--- src/hw/rtl/redb_pkg.sv ---
// Package for the rotary encoder detent and button block.
// Holds register indexes, reset values and the quadrature step decode.
// No dependencies.
package redb_pkg;

	// Configuration register indexes
	localparam logic [1:0] REG_TRANSITIONS_PER_DETENT = 2'd0;
	localparam logic [1:0] REG_BUTTON_ENABLE          = 2'd1;
	localparam logic [1:0] REG_DEBOUNCE_MS            = 2'd2;

	localparam int CFG_DATA_W = 8;
	localparam int CFG_IDX_W  = 2;

	// Reset values of the configuration registers
	localparam logic [3:0] TPD_RESET      = 4'd4;
	localparam logic       BTN_EN_RESET   = 1'b1;
	localparam logic [7:0] DEBOUNCE_RESET = 8'd30;

	// Step codes
	localparam logic signed [1:0] STEP_NONE = 2'sd0;
	localparam logic signed [1:0] STEP_UP   = 2'sd1;
	localparam logic signed [1:0] STEP_DOWN = -2'sd1;

	// Quadrature step, indexed by {previous AB, current AB}
	function automatic logic signed [1:0] quad_step(input logic [3:0] idx);
		logic signed [1:0] s;
		case (idx)
			4'd1, 4'd7, 4'd8, 4'd14: s = STEP_DOWN;
			4'd2, 4'd4, 4'd11, 4'd13: s = STEP_UP;
			default: s = STEP_NONE;
		endcase
		return s;
	endfunction

endpackage

--- src/hw/rtl/rotary_encoder_detent_and_button.sv ---
// Top level of the rotary encoder detent and button block.
// Input register, one pass of decode/debounce logic, result register.
// Depends on redb_pkg.

// One result per sample. A sample is taken into an input register. The
// quadrature decode, detent accumulate and button debounce then run
// combinationally between that register and the result register. A sample
// can be accepted every clock unless in_stall is high. A held result stalls
// the input only once the input register is also full. The encoder and
// button state is updated in that single stage, which keeps back to back
// samples in order. The first sample after reset only loads the AB pair.
// Configuration must be written while no sample is in flight.
module rotary_encoder_detent_and_button
	import redb_pkg::*;
(
	input  logic                    clk,
	input  logic                    arst_n,
	// configuration write port
	input  logic                    cfg_we,
	input  logic [CFG_IDX_W-1:0]    cfg_index,
	input  logic [CFG_DATA_W-1:0]   cfg_data,
	// sample channel
	input  logic                    in_valid,
	output logic                    in_stall,
	input  logic                    enc_a,
	input  logic                    enc_b,
	input  logic                    button_level,
	input  logic [31:0]             now_ms,
	// result channel
	output logic                    out_valid,
	input  logic                    out_stall,
	output logic signed [1:0]       detent_step,
	output logic signed [15:0]      detent_total,
	output logic                    click,
	output logic                    button_stable
);

	// configuration registers
	logic [3:0] tpd_q;
	logic       btn_en_q;
	logic [7:0] debounce_q;

	// input stage
	logic        valid_s1;
	logic        a_s1, b_s1, btn_s1;
	logic [31:0] now_s1;

	// block state
	logic              primed_q;
	logic [1:0]        prev_ab_q;
	logic signed [4:0] acc_q;
	logic [15:0]       detent_count_q;
	logic              raw_last_q;
	logic [31:0]       last_change_q;
	logic              accepted_q;
	logic              press_latch_q;

	// result register
	logic out_valid_q;

	logic advance;
	logic fire;

	// next-state values
	logic              primed_n;
	logic [1:0]        prev_ab_n;
	logic signed [4:0] acc_n;
	logic [15:0]       detent_count_n;
	logic              raw_last_n;
	logic [31:0]       last_change_n;
	logic              accepted_n;
	logic              press_latch_n;
	logic signed [1:0] step_n;
	logic              click_n;

	logic [1:0]        ab;
	logic signed [1:0] qstep;
	logic [3:0]        tpd_eff;
	logic signed [5:0] tpd6;
	logic signed [5:0] sum6;
	logic [31:0]       elapsed;

	// handshake: the result register frees up when empty or taken
	assign advance   = !out_valid_q || !out_stall;
	assign in_stall  = valid_s1 && !advance;
	assign fire      = valid_s1 && advance;
	assign out_valid = out_valid_q;

	// configuration writes
	always_ff @(posedge clk or negedge arst_n) begin
		if (!arst_n) begin
			tpd_q      <= TPD_RESET;
			btn_en_q   <= BTN_EN_RESET;
			debounce_q <= DEBOUNCE_RESET;
		end else if (cfg_we) begin
			case (cfg_index)
				REG_TRANSITIONS_PER_DETENT: tpd_q <= cfg_data[3:0];
				REG_BUTTON_ENABLE:          btn_en_q <= cfg_data[0];
				REG_DEBOUNCE_MS:            debounce_q <= cfg_data;
				default: ;
			endcase
		end
	end

	// input register
	always_ff @(posedge clk or negedge arst_n) begin
		if (!arst_n) begin
			valid_s1 <= 1'b0;
		end else if (!in_stall) begin
			valid_s1 <= in_valid;
		end
	end

	always_ff @(posedge clk) begin
		if (in_valid && !in_stall) begin
			a_s1   <= enc_a;
			b_s1   <= enc_b;
			btn_s1 <= button_level;
			now_s1 <= now_ms;
		end
	end

	// decode, detent accumulate and debounce for the sample in stage 1
	always_comb begin
		ab      = {a_s1, b_s1};
		qstep   = quad_step({prev_ab_q, ab});
		tpd_eff = (tpd_q == 4'd0) ? 4'd1 : tpd_q;
		tpd6    = signed'({2'b00, tpd_eff});
		sum6    = 6'(acc_q) + 6'(qstep);

		primed_n       = 1'b1;
		prev_ab_n      = prev_ab_q;
		acc_n          = acc_q;
		detent_count_n = detent_count_q;
		raw_last_n     = raw_last_q;
		last_change_n  = last_change_q;
		accepted_n     = accepted_q;
		press_latch_n  = press_latch_q;
		step_n         = STEP_NONE;
		click_n        = 1'b0;
		elapsed        = 32'd0;

		if (!primed_q) begin
			prev_ab_n = ab;
		end else begin
			// encoder
			if (ab != prev_ab_q) begin
				prev_ab_n = ab;
				if (sum6 >= tpd6) begin
					acc_n          = 5'(sum6 - tpd6);
					detent_count_n = detent_count_q + 16'd1;
					step_n         = STEP_UP;
				end else if (sum6 <= -tpd6) begin
					acc_n          = 5'(sum6 + tpd6);
					detent_count_n = detent_count_q - 16'd1;
					step_n         = STEP_DOWN;
				end else begin
					acc_n = 5'(sum6);
				end
			end
			// button debounce, wrapping time difference
			if (btn_en_q) begin
				if (btn_s1 != raw_last_q) begin
					raw_last_n    = btn_s1;
					last_change_n = now_s1;
				end
				elapsed = now_s1 - last_change_n;
				if (elapsed >= {24'd0, debounce_q} && raw_last_n != accepted_q) begin
					accepted_n = raw_last_n;
					if (!raw_last_n) begin
						press_latch_n = 1'b1;
					end else if (press_latch_q) begin
						press_latch_n = 1'b0;
						click_n       = 1'b1;
					end
				end
			end
		end
	end

	// state update, one sample per transfer out of stage 1
	always_ff @(posedge clk or negedge arst_n) begin
		if (!arst_n) begin
			primed_q       <= 1'b0;
			prev_ab_q      <= 2'b00;
			acc_q          <= 5'sd0;
			detent_count_q <= 16'd0;
			raw_last_q     <= 1'b1;
			last_change_q  <= 32'd0;
			accepted_q     <= 1'b1;
			press_latch_q  <= 1'b0;
		end else if (fire) begin
			primed_q       <= primed_n;
			prev_ab_q      <= prev_ab_n;
			acc_q          <= acc_n;
			detent_count_q <= detent_count_n;
			raw_last_q     <= raw_last_n;
			last_change_q  <= last_change_n;
			accepted_q     <= accepted_n;
			press_latch_q  <= press_latch_n;
		end
	end

	// result register
	always_ff @(posedge clk or negedge arst_n) begin
		if (!arst_n) begin
			out_valid_q <= 1'b0;
		end else if (fire) begin
			out_valid_q <= 1'b1;
		end else if (!out_stall) begin
			out_valid_q <= 1'b0;
		end
	end

	always_ff @(posedge clk) begin
		if (fire) begin
			detent_step   <= step_n;
			detent_total  <= signed'(detent_count_n);
			click         <= click_n;
			button_stable <= accepted_n;
		end
	end

`ifndef NO_ASSERTIONS
	// a pending press always sits on a pressed debounced level
	a_latch_pressed: assert property (@(posedge clk) disable iff (!arst_n)
		press_latch_q |-> !accepted_q)
		else $error("press latch set while button released");

	// a click is only reported together with a released level
	a_click_released: assert property (@(posedge clk) disable iff (!arst_n)
		(out_valid && click) |-> button_stable)
		else $error("click without released level");

	// the step code never takes the unused value
	a_step_code: assert property (@(posedge clk) disable iff (!arst_n)
		out_valid |-> (detent_step != 2'b10))
		else $error("illegal detent step code");

	// the transition count keeps clear of the most negative code
	a_acc_range: assert property (@(posedge clk) disable iff (!arst_n)
		acc_q != -5'sd16)
		else $error("transition count out of range");
`endif

endmodule

--- config.mk ---
export PLATFORM = sky130hd
export DESIGN_NAME = rotary_encoder_detent_and_button
export DESIGN_NICKNAME = d
export VERILOG_FILES = /design/src/hw/rtl/redb_pkg.sv /design/src/hw/rtl/rotary_encoder_detent_and_button.sv
export SDC_FILE = /design/constraint.sdc
export NUM_CORES = 1
export LEC_CHECK = 0
export BUFFER_PORTS_ARGS = -buffer_cell sky130_fd_sc_hd__buf_2
export CORE_MARGIN = 2
export CORE_UTILIZATION = 35
export DETAILED_ROUTE_END_ITERATION = 10
export PLACE_DENSITY = 0.57
export SYNTH_ARGS = -nofsm -noshare
export SYNTH_HDL_FRONTEND = slang
export SYNTH_SLANG_ARGS = --single-unit
--- constraint.sdc ---
create_clock -name clk -period 8.32 [get_ports clk]
set_clock_uncertainty 0.1 [all_clocks]
set_input_delay 2.08 -clock clk [delete_from_list [all_inputs] [get_ports clk]]
set_output_delay 2.08 -clock clk [all_outputs]
set_load 0.01 [all_outputs]
==> impl_metrics.sql, run 1 <==
INSERT INTO impl_metrics (metric_group, metric, value, unit) VALUES
('routing', 'vias_per_cell', '5.37', ''),
('logic_synthesis', 'synthesis.area_per_instance', '9.28', 'um^2'),
('layout', 'nNetsFinal', '1114', ''),
('timing', 'finalSetupViolations', '0', ''),
('setup_path', 'cp_top_family', 'simple AND/OR/NAND/NOR gates', ''),
('routing', 'detail_route.wl_per_cell', '16.9', 'um'),
('layout', 'fillCellCount', '2511', ''),
('layout', 'seqCellArea', '3510', 'um^2'),
('logic_synthesis', 'post-synth-top-area-cell', 'sky130_fd_sc_hd__dfrtp_1', ''),
('logic_synthesis', 'synth_largest_type_area_fraction', '18.7', '%'),
('power_and_ir_drop', 'power.internal', '2.28', 'mW'),
('setup_path', 'r2r_slack', '1.47', 'ns'),
('logic_synthesis', 'async_reset_ff_share', '57.4', '%'),
('setup_path', 'timing.critical_path.mode_cell', 'sky130_fd_sc_hd__ha_1', ''),
('setup_path', 'data_arrival_time_of_the_critical_path', '6.92', 'ns'),
('cts', 'h-tree-depth', '4', ''),
('die', 'num_rows', '58', ''),
('placement', 'weighted_congestion_reported_at_the_end_of_routability_driven_placement', '0.932', ''),
('timing', 'clock.fmax', '146', 'MHz'),
('setup_path', 'critical_path.reg2reg.startpoint', 'raw_last_q', ''),
('cts', 'clock-root-buffer', 'sky130_fd_sc_hd__clkbuf_16', ''),
('global_routing', 'overflow', '0', ''),
('layout', 'layout_commonest_cell', 'sky130_fd_sc_hd__nand2_1', ''),
('timing', 'final.setup.tns', '0', 'ns'),
('logic_synthesis', 'synth_flop_cell', 'sky130_fd_sc_hd__dfrtp_1', ''),
('cts', 'clk_pin_slew', '0.07', 'ns'),
('die', 'floorplan.die.width', '163', 'um'),
('layout', 'postLayoutCoreUtil', '40.4', '%'),
('die', 'starting_density_of_the_core', '35.4', '%'),
('die', 'floorplan.die_area', '26600', 'um^2'),
('routing', 'detailedRoute.firstPassIterationCount', '6', ''),
('timing', 'fin_worst_hold_slack', '0.381', 'ns'),
('setup_path', 'crit_buf_inv', '2', ''),
('setup_path', 'cpPeakStageDelay', '0.79', 'ns'),
('setup_path', 'startpoint_types', 'register', ''),
('timing', 'period_share', '82.3', '%'),
('setup_path', 'timing.critical_path.fanout_max', '26', ''),
('logic_synthesis', 'synth.top_cells.by_area', 'sky130_fd_sc_hd__dfrtp_1 (19%), sky130_fd_sc_hd__edfxtp_1 (19%), sky130_fd_sc_hd__ha_1 (8.1%)', ''),
('routing', 'dr_total_vias', '7235', ''),
('layout', 'antenna_cells', '0', ''),
('cts', 'cts_resized', '0', ''),
('die', 'core-area', '25000', 'um^2'),
('timing', 'worst_slew_pin_slew', '0.977', 'ns'),
('placement', 'place_ws', '1.50', 'ns'),
('layout', 'finish.instance_area', '10100', 'um^2'),
('layout', 'multi_input_gate_area_in_the_final_layout', '5000', 'um^2'),
('setup_path', 'worst_setup_path_startpoint', 'raw_last_q', ''),
('routing', 'totalWireLength', '22800', 'um'),
('timing', 'final_period_minus_worst_setup_slack', '6.85', 'ns'),
('global_routing', 'global_routing_usage_summed_across_all_routing_layers', '17.8', '%'),
('cts', 'clkLatencyLatePin', '0.44', 'ns'),
('logic_synthesis', 'synthesis.instances', '953', ''),
('routing', 'detail-route-antenna-nets', '0', ''),
('logic_synthesis', 'postSynthNetCount', '1063', ''),
('power_and_ir_drop', 'combinationalPowerShare', '58.1', '%'),
('logic_synthesis', 'postSynthRegisterBits', '129', ''),
('global_routing', 'wire_length_of_the_first_global_routing_pass', '37100', 'um'),
('power_and_ir_drop', 'power.switching_fraction', '47.7', '%'),
('timing', 'rsz0062_at_grt', 'no', ''),
('timing', 'hold_vio_cnt_final', '0', ''),
('placement', 'post-dp-hpwl', '16900', 'um'),
('routing', 'detail_route.iter0.violations', '467', ''),
('outcome', 'outcome', 'finished, final reports clean', ''),
('global_routing', 'initial_antenna_violation_count', '0', ''),
('logic_synthesis', 'synth-seq-area-share', '39.7', '%'),
('power_and_ir_drop', 'static-leakage-power', '4.24', 'nW'),
('global_routing', 'grt_max_degree', '56', ''),
('timing', 'setup_slack', '1.47', 'ns'),
('cts', 'clock_sinks', '129', ''),
('global_routing', 'number_of_global_route_vias_before_repair', '6875', ''),
('cts', 'cts_tree', 'done', '');
[cells by family (layout without fill, tap and decap cells)]
| kind of cell | Yosys count | in the layout | synth area share (%) |
|---|---|---|---|
| AO/OA/AOI/OAI | 251 | 251 | 18.2 |
| AND/OR/NAND/NOR | 323 | 323 | 18.2 |
| adder cells (fa/ha/maj) | 60 | 60 | 8.74 |
| other | 1 | 1 | 0.0424 |
| flip-flops | 129 | 129 | 39.7 |
| multiplexers | 47 | 47 | 5.78 |
| XOR/XNOR | 56 | 56 | 5.54 |
| buffers and inverters | 86 | 150 | 3.80 |
[tightest hold or removal path, cell delays in order, from the launching register on]
cell	delay (ns)
sky130_fd_sc_hd__dfrtp_1	0.34
sky130_fd_sc_hd__nand2_1	0.04
sky130_fd_sc_hd__o21ai_0	0.06
[cell type report]
type	instances	area share, %
multi-input cells	738	49.5
inverters	41	1.53
well taps	330	4.09
clock inverters	15	1.81
clock buffers	17	4.22
repair buffers	77	3.99
flip-flops and latches	129	34.8
[stage by stage]
step,std cells,power [mW]
after floorplan,953,2.95
after global placement,1315,3.55
after detailed placement,1315,3.56
after CTS,1347,4.36
after global routing,1347,4.73
final,1347,4.35
[layer usage]
metal | GRT usage [%] | vias to the layer above | share of wire [%]
li1 | - | 3582 | -
met1 | 24.3 | 3455 | 47
met2 | 28.7 | 169 | 47
met3 | 3.08 | 29 | 4.0
met4 | 5.67 | 0 | 1.7
met5 | 0 | - | 0
[state kept, by name, summed over array words and instances, names as in the netlist, 2 cells and up]
| register | count |
|---|---|
| prev_ab_q | 2 |
| detent_step | 2 |
| acc_q | 5 |
| tpd_q | 4 |
| detent_count_q | 16 |
| detent_total | 16 |
| now_s1 | 32 |
| debounce_q | 8 |
| last_change_q | 32 |
[synthesized netlist by cell type, types with 9 or more instances]
library cell	count
sky130_fd_sc_hd__a211oi_1	9
sky130_fd_sc_hd__clkbuf_1	32
sky130_fd_sc_hd__mux2_2	22
sky130_fd_sc_hd__inv_1	41
sky130_fd_sc_hd__o21a_1	11
sky130_fd_sc_hd__buf_2	11
sky130_fd_sc_hd__nand3_1	37
sky130_fd_sc_hd__edfxtp_1	55
sky130_fd_sc_hd__o21ai_0	76
sky130_fd_sc_hd__dfrtp_1	66
sky130_fd_sc_hd__nand2_1	96
sky130_fd_sc_hd__nor2b_1	14
sky130_fd_sc_hd__mux2i_1	23
sky130_fd_sc_hd__xor2_1	28
sky130_fd_sc_hd__nor3_1	20
sky130_fd_sc_hd__nor2_1	65
sky130_fd_sc_hd__a21o_1	11
sky130_fd_sc_hd__a21oi_1	61
sky130_fd_sc_hd__ha_1	57
sky130_fd_sc_hd__nand4_1	18
sky130_fd_sc_hd__nand2b_1	21
sky130_fd_sc_hd__xnor2_1	28
[final timing paths]
check / endpoint / cells after the start
max: button_stable / 25
max in group asynchronous: detent_count_q[5] / 2
min reg2reg: last_change_q[23] / 2
max reg2reg: button_stable / 25
min in group asynchronous: last_change_q[7] / 1
min: last_change_q[23] / 2
[power groups by stage]
stage / registers, mW / logic, mW / clock network (mW)
after global placement: 1.06 / 2.49 / 0
final: 1.06 / 2.53 / 0.768
after CTS: 1.06 / 2.51 / 0.788
after floorplan: 1.03 / 1.92 / 0
after global routing: 1.09 / 2.83 / 0.814
after detailed placement: 1.06 / 2.50 / 0
Power figures use the tool's default switching activity.
==> run 2: changes to the inputs <==
==> constraint.sdc (replaced) <==
create_clock -name clk -period 6.9 [get_ports clk]
set_clock_uncertainty 0.1 [all_clocks]
set_input_delay 1.725 -clock clk [delete_from_list [all_inputs] [get_ports clk]]
set_output_delay 1.725 -clock clk [all_outputs]
set_load 0.01 [all_outputs]
==> impl_metrics.sql, run 2 (synthesis results as in run 1) <==
INSERT INTO impl_metrics (metric_group, metric, value, unit) VALUES
('outcome', 'outcome', 'finished, final reports clean', ''),
('setup_path', 'data_arrival_time_of_the_critical_path', '6.56', 'ns'),
('setup_path', 'critical_path.reg2reg.startpoint', 'raw_last_q', ''),
('setup_path', 'worst_r2r_path_depth', '23', ''),
('global_routing', 'global_routing_usage_summed_across_all_routing_layers', '18.0', '%'),
('layout', 'layout_commonest_cell', 'sky130_fd_sc_hd__nand2_1', ''),
('setup_path', 'reg2reg_to', 'button_stable', ''),
('cts', 'h-tree-depth', '4', ''),
('power_and_ir_drop', 'share_clk_of_total_power', '17.7', '%'),
('layout', 'top_regs', 'last_change_q (32), now_s1 (32)', ''),
('cts', 'cts_tree', 'done', ''),
('layout', 'nNetsFinal', '1115', ''),
('routing', 'detailedRoute.firstPassIterationCount', '5', ''),
('routing', 'totalWireLength', '23100', 'um'),
('power_and_ir_drop', 'seq_pwr_share', '24.2', '%'),
('timing', 'final_period_minus_worst_setup_slack', '6.49', 'ns'),
('global_routing', 'initial_antenna_violation_count', '0', ''),
('power_and_ir_drop', 'netSwitchingPower', '2.51', 'mW'),
('cts', 'clkLatencyLatePin', '0.45', 'ns'),
('cts', 'ctsHoldBuffers', '0', ''),
('die', 'starting_density_of_the_core', '35.4', '%'),
('routing', 'dr_total_vias', '7214', ''),
('setup_path', 'r2r_slack', '0.41', 'ns'),
('routing', 'detail-route-antenna-nets', '0', ''),
('die', 'core-area', '25000', 'um^2'),
('timing', 'slew_violations', '0', ''),
('layout', 'syn2layout_area_growth', '14.2', '%'),
('die', 'floorplan.die.width', '163', 'um'),
('cts', 'tritoncts.num_buffers', '17', ''),
('routing', 'vias_per_cell', '5.35', ''),
('routing', 'detail_route.wl_per_cell', '17.1', 'um'),
('power_and_ir_drop', 'irDropWorstVdd', '258', 'uV'),
('layout', 'layout-drive-gt1-share', '15.9', '%'),
('cts', 'clock_tree.buffer_depth', '2', ''),
('placement', 'post-dp-hpwl', '17100', 'um'),
('global_routing', 'overflow', '0', ''),
('layout', 'most_frequent_cells_in_the_layout', 'sky130_fd_sc_hd__nand2_1 (96), sky130_fd_sc_hd__o21ai_0 (75), sky130_fd_sc_hd__buf_2 (70)', ''),
('worst_hold_path', 'worst_hold_path.endpoint', 'last_change_q[22]', ''),
('setup_path', 'setup_cp_type', 'register to register', ''),
('cts', 'post-cts-setup-buffer-count', '0', ''),
('power_and_ir_drop', 'combinationalPowerShare', '58.1', '%'),
('setup_path', 'cp_data_required_time', '6.97', 'ns'),
('timing', 'worst_slew_pin_slew', '1.02', 'ns'),
('global_routing', 'wire_length_of_the_first_global_routing_pass', '37600', 'um'),
('die', 'die_height', '163', 'um'),
('cts', 'clock-root-buffer', 'sky130_fd_sc_hd__clkbuf_16', ''),
('timing', 'final.setup.tns', '0', 'ns'),
('setup_path', 'critPathCaptureType', 'register', ''),
('routing', 'detail_route.iter0.violations', '491', ''),
('timing', 'finalSetupViolations', '0', ''),
('timing', 'hold_vio_cnt_final', '0', ''),
('power_and_ir_drop', 'power.internal', '2.75', 'mW'),
('power_and_ir_drop', 'static-leakage-power', '4.24', 'nW'),
('timing', 'worst_slew_margin_rel', '31.3', '%'),
('die', 'num_rows', '58', ''),
('timing', 'clock.fmax', '154', 'MHz'),
('placement', 'numPortBuffers', '71', ''),
('layout', 'antenna_cells', '0', ''),
('global_routing', 'number_of_global_route_vias_before_repair', '7059', ''),
('cts', 'clock_sinks', '129', ''),
('placement', 'weighted_congestion_reported_at_the_end_of_routability_driven_placement', '0.912', ''),
('setup_path', 'startpoint_types', 'register', ''),
('power_and_ir_drop', 'power_density', '521', 'nW/um^2'),
('routing', 'drt_drc_violations_left', '0', ''),
('setup_path', 'timing.critical_path.fanout_max', '42', ''),
('global_routing', 'grt_max_degree', '55', ''),
('timing', 'period_share', '94.0', '%'),
('worst_hold_path', 'hp-start', 'last_change_q[22]', ''),
('worst_hold_path', 'hold_depth', '2', ''),
('flow_run', 'max_cap_viol_count', '0', ''),
('timing', 'rsz0062_at_grt', 'no', ''),
('die', 'top_level_ports', '72', ''),
('power_and_ir_drop', 'post-layout-total-power', '5.26', 'mW'),
('die', 'floorplan.die_area', '26600', 'um^2'),
('cts', 'cts_resized', '0', ''),
('worst_hold_path', 'hold_path.class', 'register to register', ''),
('power_and_ir_drop', 'power.switching_fraction', '47.7', '%'),
('cts', 'clk_pin_slew', '0.07', 'ns');
## run 2: cell types whose count changed in the layout (fill, tap and decap cells not counted)
| cell | before | now |
|---|---|---|
| sky130_fd_sc_hd__buf_4 | 7 | 8 |
## run 2: how the worst max path moves through the flow
stage          slack (ns)        from  cells past startpoint       endpoint
2_1_floorplan        0.23  raw_last_q                     29  button_stable
6_report             0.41  raw_last_q                     23  button_stable
3_3_place_gp         0.74  raw_last_q                     23  button_stable
3_5_place_dp         0.52  raw_last_q                     23  button_stable
4_1_cts              0.48  raw_last_q                     23  button_stable
5_1_grt              0.04  raw_last_q                     23  button_stable
## run 2: worst max-delay path: stages, from the launching register on
cell and delay, ns:
sky130_fd_sc_hd__dfstp_2 0.54, sky130_fd_sc_hd__inv_1 0.04, sky130_fd_sc_hd__ha_2 0.34, sky130_fd_sc_hd__buf_4 0.36, sky130_fd_sc_hd__o21ai_0 0.16, sky130_fd_sc_hd__ha_1 0.25, sky130_fd_sc_hd__a21oi_1 0.12, sky130_fd_sc_hd__o22a_1 0.32
sky130_fd_sc_hd__nand2b_1 0.17, sky130_fd_sc_hd__nand2_1 0.05, sky130_fd_sc_hd__a32o_1 0.26, sky130_fd_sc_hd__ha_1 0.31, sky130_fd_sc_hd__a21o_1 0.19, sky130_fd_sc_hd__a221oi_1 0.27, sky130_fd_sc_hd__o311ai_1 0.16, sky130_fd_sc_hd__a211oi_1 0.27
sky130_fd_sc_hd__o2111ai_1 0.18, sky130_fd_sc_hd__nor4_1 0.29, sky130_fd_sc_hd__nand4_1 0.17, sky130_fd_sc_hd__or4_1 0.55, sky130_fd_sc_hd__or4_4 0.44, sky130_fd_sc_hd__nor4_4 0.39, sky130_fd_sc_hd__nand3b_1 0.21, sky130_fd_sc_hd__mux2i_1 0.09
## run 2: power groups by stage
stage	sequential (mW)	combinational, mW	clock, mW
detailed placement	1.28	3.01	0
global placement	1.28	3.01	0
finish	1.27	3.05	0.932
floorplan	1.24	2.31	0
CTS	1.27	3.04	0.952
global route	1.31	3.41	0.985
## run 2: per-layer routing
layer  wire (um)  track usage, %  share of wire [%]  vias up
li1            -               -                  -     3587
met1       10600            23.7                 46     3421
met2       11200            30.2                 49      167
met3         798            3.11                3.5       39
met4         446            5.95                1.9        0
met5           0               0                  0        -
## run 2: cell type report
class / instances / area (um^2)
Fill cell: 2513 / 14900
Multi-Input combinational cell: 738 / 5000
Sequential cell: 129 / 3510
Clock buffer: 17 / 425
Tap cell: 330 / 413
Timing Repair Buffer: 78 / 410
Clock inverter: 15 / 183
Inverter: 41 / 154
## run 2: through the flow
step	cells	utilization [%]	hold slack, ns	cell area [um^2]	setup WS, ns
floorplan	953	-	0.350	8850	0.232
global placement	1316	38.0	0.363	9490	0.735
detailed placement	1316	38.0	0.376	9490	0.522
CTS	1348	40.5	0.390	10100	0.483
global route	1348	40.5	0.408	10100	0.0449
finish	1348	40.5	0.385	10100	0.414
==> run 3: changes to the inputs <==
--- a/config.mk
+++ b/config.mk
@@ -10,6 +10,7 @@
 export CORE_UTILIZATION = 35
 export DETAILED_ROUTE_END_ITERATION = 10
 export PLACE_DENSITY = 0.57
+export REMOVE_ABC_BUFFERS = 1
 export SYNTH_ARGS = -nofsm -noshare
 export SYNTH_HDL_FRONTEND = slang
 export SYNTH_SLANG_ARGS = --single-unit
==> impl_metrics.sql, run 3 (synthesis results as in run 1) <==
INSERT INTO impl_metrics (metric_group, metric, value, unit) VALUES
('outcome', 'outcome', 'finished, final reports clean', ''),
('power_and_ir_drop', 'netSwitchingPower', '2.52', 'mW'),
('cts', 'clkLatencyLatePin', '0.44', 'ns'),
('worst_hold_path', 'hold_path.class', 'register to register', ''),
('power_and_ir_drop', 'post-layout-total-power', '5.27', 'mW'),
('global_routing', 'number_of_global_route_vias_before_repair', '7060', ''),
('layout', 'syn2layout_area_growth', '14.3', '%'),
('timing', 'final_period_minus_worst_setup_slack', '6.30', 'ns'),
('power_and_ir_drop', 'power.internal', '2.75', 'mW'),
('timing', 'final.setup.tns', '0', 'ns'),
('layout', 'layout_commonest_cell', 'sky130_fd_sc_hd__nand2_1', ''),
('placement', 'post-dp-hpwl', '17400', 'um'),
('setup_path', 'r2r_slack', '0.60', 'ns'),
('cts', 'clock-root-buffer', 'sky130_fd_sc_hd__clkbuf_16', ''),
('cts', 'clk_pin_slew', '0.07', 'ns'),
('layout', 'postLayoutCoreUtil', '40.5', '%'),
('layout', 'finish.instance_area', '10100', 'um^2'),
('routing', 'detail_route.wl_per_cell', '17.3', 'um'),
('layout', 'layout-drive-gt1-share', '16.1', '%'),
('setup_path', 'cp_data_required_time', '6.96', 'ns'),
('die', 'core-area', '25000', 'um^2'),
('cts', 'cts_tree', 'done', ''),
('routing', 'detail_route.iter0.violations', '409', ''),
('cts', 'post-cts-setup-buffer-count', '0', ''),
('power_and_ir_drop', 'static-leakage-power', '4.25', 'nW'),
('cts', 'clock_sinks', '129', ''),
('die', 'top_level_ports', '72', ''),
('setup_path', 'setup_cp_type', 'register to register', ''),
('die', 'floorplan.die.width', '163', 'um'),
('layout', 'most_frequent_cells_in_the_layout', 'sky130_fd_sc_hd__nand2_1 (96), sky130_fd_sc_hd__o21ai_0 (76), sky130_fd_sc_hd__buf_2 (70)', ''),
('power_and_ir_drop', 'combinationalPowerShare', '58.5', '%'),
('placement', 'numPortBuffers', '71', ''),
('timing', 'clock.fmax', '159', 'MHz'),
('cts', 'clock_tree.buffer_depth', '2', ''),
('routing', 'totalWireLength', '23300', 'um'),
('flow_run', 'max_cap_viol_count', '0', ''),
('global_routing', 'initial_antenna_violation_count', '0', ''),
('timing', 'finalSetupViolations', '0', ''),
('timing', 'slew_violations', '0', ''),
('timing', 'worst_slew_margin_rel', '37.9', '%'),
('setup_path', 'timing.critical_path.fanout_max', '46', ''),
('power_and_ir_drop', 'power_density', '521', 'nW/um^2'),
('routing', 'dr_total_vias', '7224', ''),
('timing', 'fin_worst_hold_slack', '0.379', 'ns'),
('die', 'num_rows', '58', ''),
('cts', 'tritoncts.num_buffers', '17', ''),
('cts', 'h-tree-depth', '4', ''),
('global_routing', 'grt_max_degree', '48', ''),
('layout', 'nNetsFinal', '1117', ''),
('setup_path', 'startpoint_types', 'register', ''),
('routing', 'vias_per_cell', '5.35', ''),
('timing', 'hold_vio_cnt_final', '0', ''),
('routing', 'detailedRoute.firstPassIterationCount', '5', ''),
('power_and_ir_drop', 'power.switching_fraction', '47.8', '%'),
('placement', 'weighted_congestion_reported_at_the_end_of_routability_driven_placement', '0.941', ''),
('layout', 'top_regs', 'last_change_q (32), now_s1 (32)', ''),
('global_routing', 'overflow', '0', ''),
('timing', 'worst_slew_pin_slew', '0.932', 'ns'),
('power_and_ir_drop', 'irDropWorstVdd', '299', 'uV'),
('routing', 'drt_drc_violations_left', '0', ''),
('power_and_ir_drop', 'seq_pwr_share', '24.1', '%'),
('power_and_ir_drop', 'share_clk_of_total_power', '17.4', '%'),
('global_routing', 'global_routing_usage_summed_across_all_routing_layers', '18.3', '%'),
('timing', 'rsz0062_at_grt', 'no', ''),
('setup_path', 'data_arrival_time_of_the_critical_path', '6.36', 'ns'),
('layout', 'antenna_cells', '0', ''),
('die', 'starting_density_of_the_core', '35.4', '%'),
('timing', 'period_share', '91.3', '%'),
('placement', 'dpl-instance-area', '9510', 'um^2'),
('die', 'die_height', '163', 'um'),
('routing', 'detail-route-antenna-nets', '0', ''),
('setup_path', 'critPathCaptureType', 'register', ''),
('die', 'floorplan.die_area', '26600', 'um^2'),
('global_routing', 'wire_length_of_the_first_global_routing_pass', '38000', 'um');
==> run 3: timing repair <==
item                                    in CTS  in global routing
endpoints found under the setup margin       0                  2
resized for setup                            0                  1
hold buffers                                 0                  0
==> run 3: critical path, cell delays in order (launching register included) <==
cell and delay (ns):
sky130_fd_sc_hd__dfstp_2 0.54, sky130_fd_sc_hd__inv_1 0.05, sky130_fd_sc_hd__ha_2 0.35, sky130_fd_sc_hd__buf_6 0.31
sky130_fd_sc_hd__o21ai_0 0.15, sky130_fd_sc_hd__ha_1 0.24, sky130_fd_sc_hd__a21oi_1 0.12, sky130_fd_sc_hd__o22a_1 0.30
sky130_fd_sc_hd__nand2b_1 0.16, sky130_fd_sc_hd__nand2_1 0.06, sky130_fd_sc_hd__a32o_1 0.26, sky130_fd_sc_hd__ha_1 0.30
sky130_fd_sc_hd__a21o_1 0.19, sky130_fd_sc_hd__a221oi_1 0.27, sky130_fd_sc_hd__o311ai_1 0.15, sky130_fd_sc_hd__a211oi_1 0.25
sky130_fd_sc_hd__o2111ai_1 0.15, sky130_fd_sc_hd__nor4_1 0.28, sky130_fd_sc_hd__nand4_1 0.16, sky130_fd_sc_hd__or4_1 0.60
sky130_fd_sc_hd__or4_4 0.45, sky130_fd_sc_hd__nor4_4 0.31, sky130_fd_sc_hd__nand3b_1 0.20, sky130_fd_sc_hd__mux2i_1 0.09
==> run 3: worst paths after layout <==
| kind | start | to | cells after the start |
|---|---|---|---|
| hold / removal | last_change_q[13] | last_change_q[13] | 2 |
| hold reg to reg | last_change_q[13] | last_change_q[13] | 2 |
| min in group asynchronous | arst_n | last_change_q[10] | 1 |
| max in group asynchronous | arst_n | last_change_q[14] | 2 |
| setup / recovery | raw_last_q | button_stable | 23 |
| setup reg to reg | raw_last_q | button_stable | 23 |
==> run 3: final cells by class <==
class / count / area [um^2]
Timing Repair Buffer: 80 / 429
Multi-Input combinational cell: 738 / 5000
Fill cell: 2538 / 14800
Clock inverter: 15 / 180
Inverter: 41 / 154
Clock buffer: 17 / 425
Sequential cell: 129 / 3510
Tap cell: 330 / 413
==> run 3: metrics by stage <==
stage	setup WS [ns]	std cells
floorplan	0.00874	908
global placement	0.715	1318
detailed placement	0.534	1318
CTS	0.498	1350
global route	0.101	1350
finish	0.602	1350
==> run 3: power by group through the flow <==
stage / registers [mW] / logic [mW] / clock network, mW
3_3_place_gp: 1.28 / 3.05 / 0
2_1_floorplan: 1.26 / 2.25 / 0
4_1_cts: 1.27 / 3.08 / 0.943
5_1_grt: 1.31 / 3.46 / 0.973
6_report: 1.27 / 3.09 / 0.915
3_5_place_dp: 1.28 / 3.05 / 0
==> run 3: per-layer routing <==
| layer | GRT usage (%) | part of all wire [%] |
|---|---|---|
| met3 | 3.28 | 3.4 |
| met2 | 30.8 | 48 |
| met5 | 0 | 0 |
| met1 | 24.2 | 47 |
| met4 | 4.87 | 1.4 |
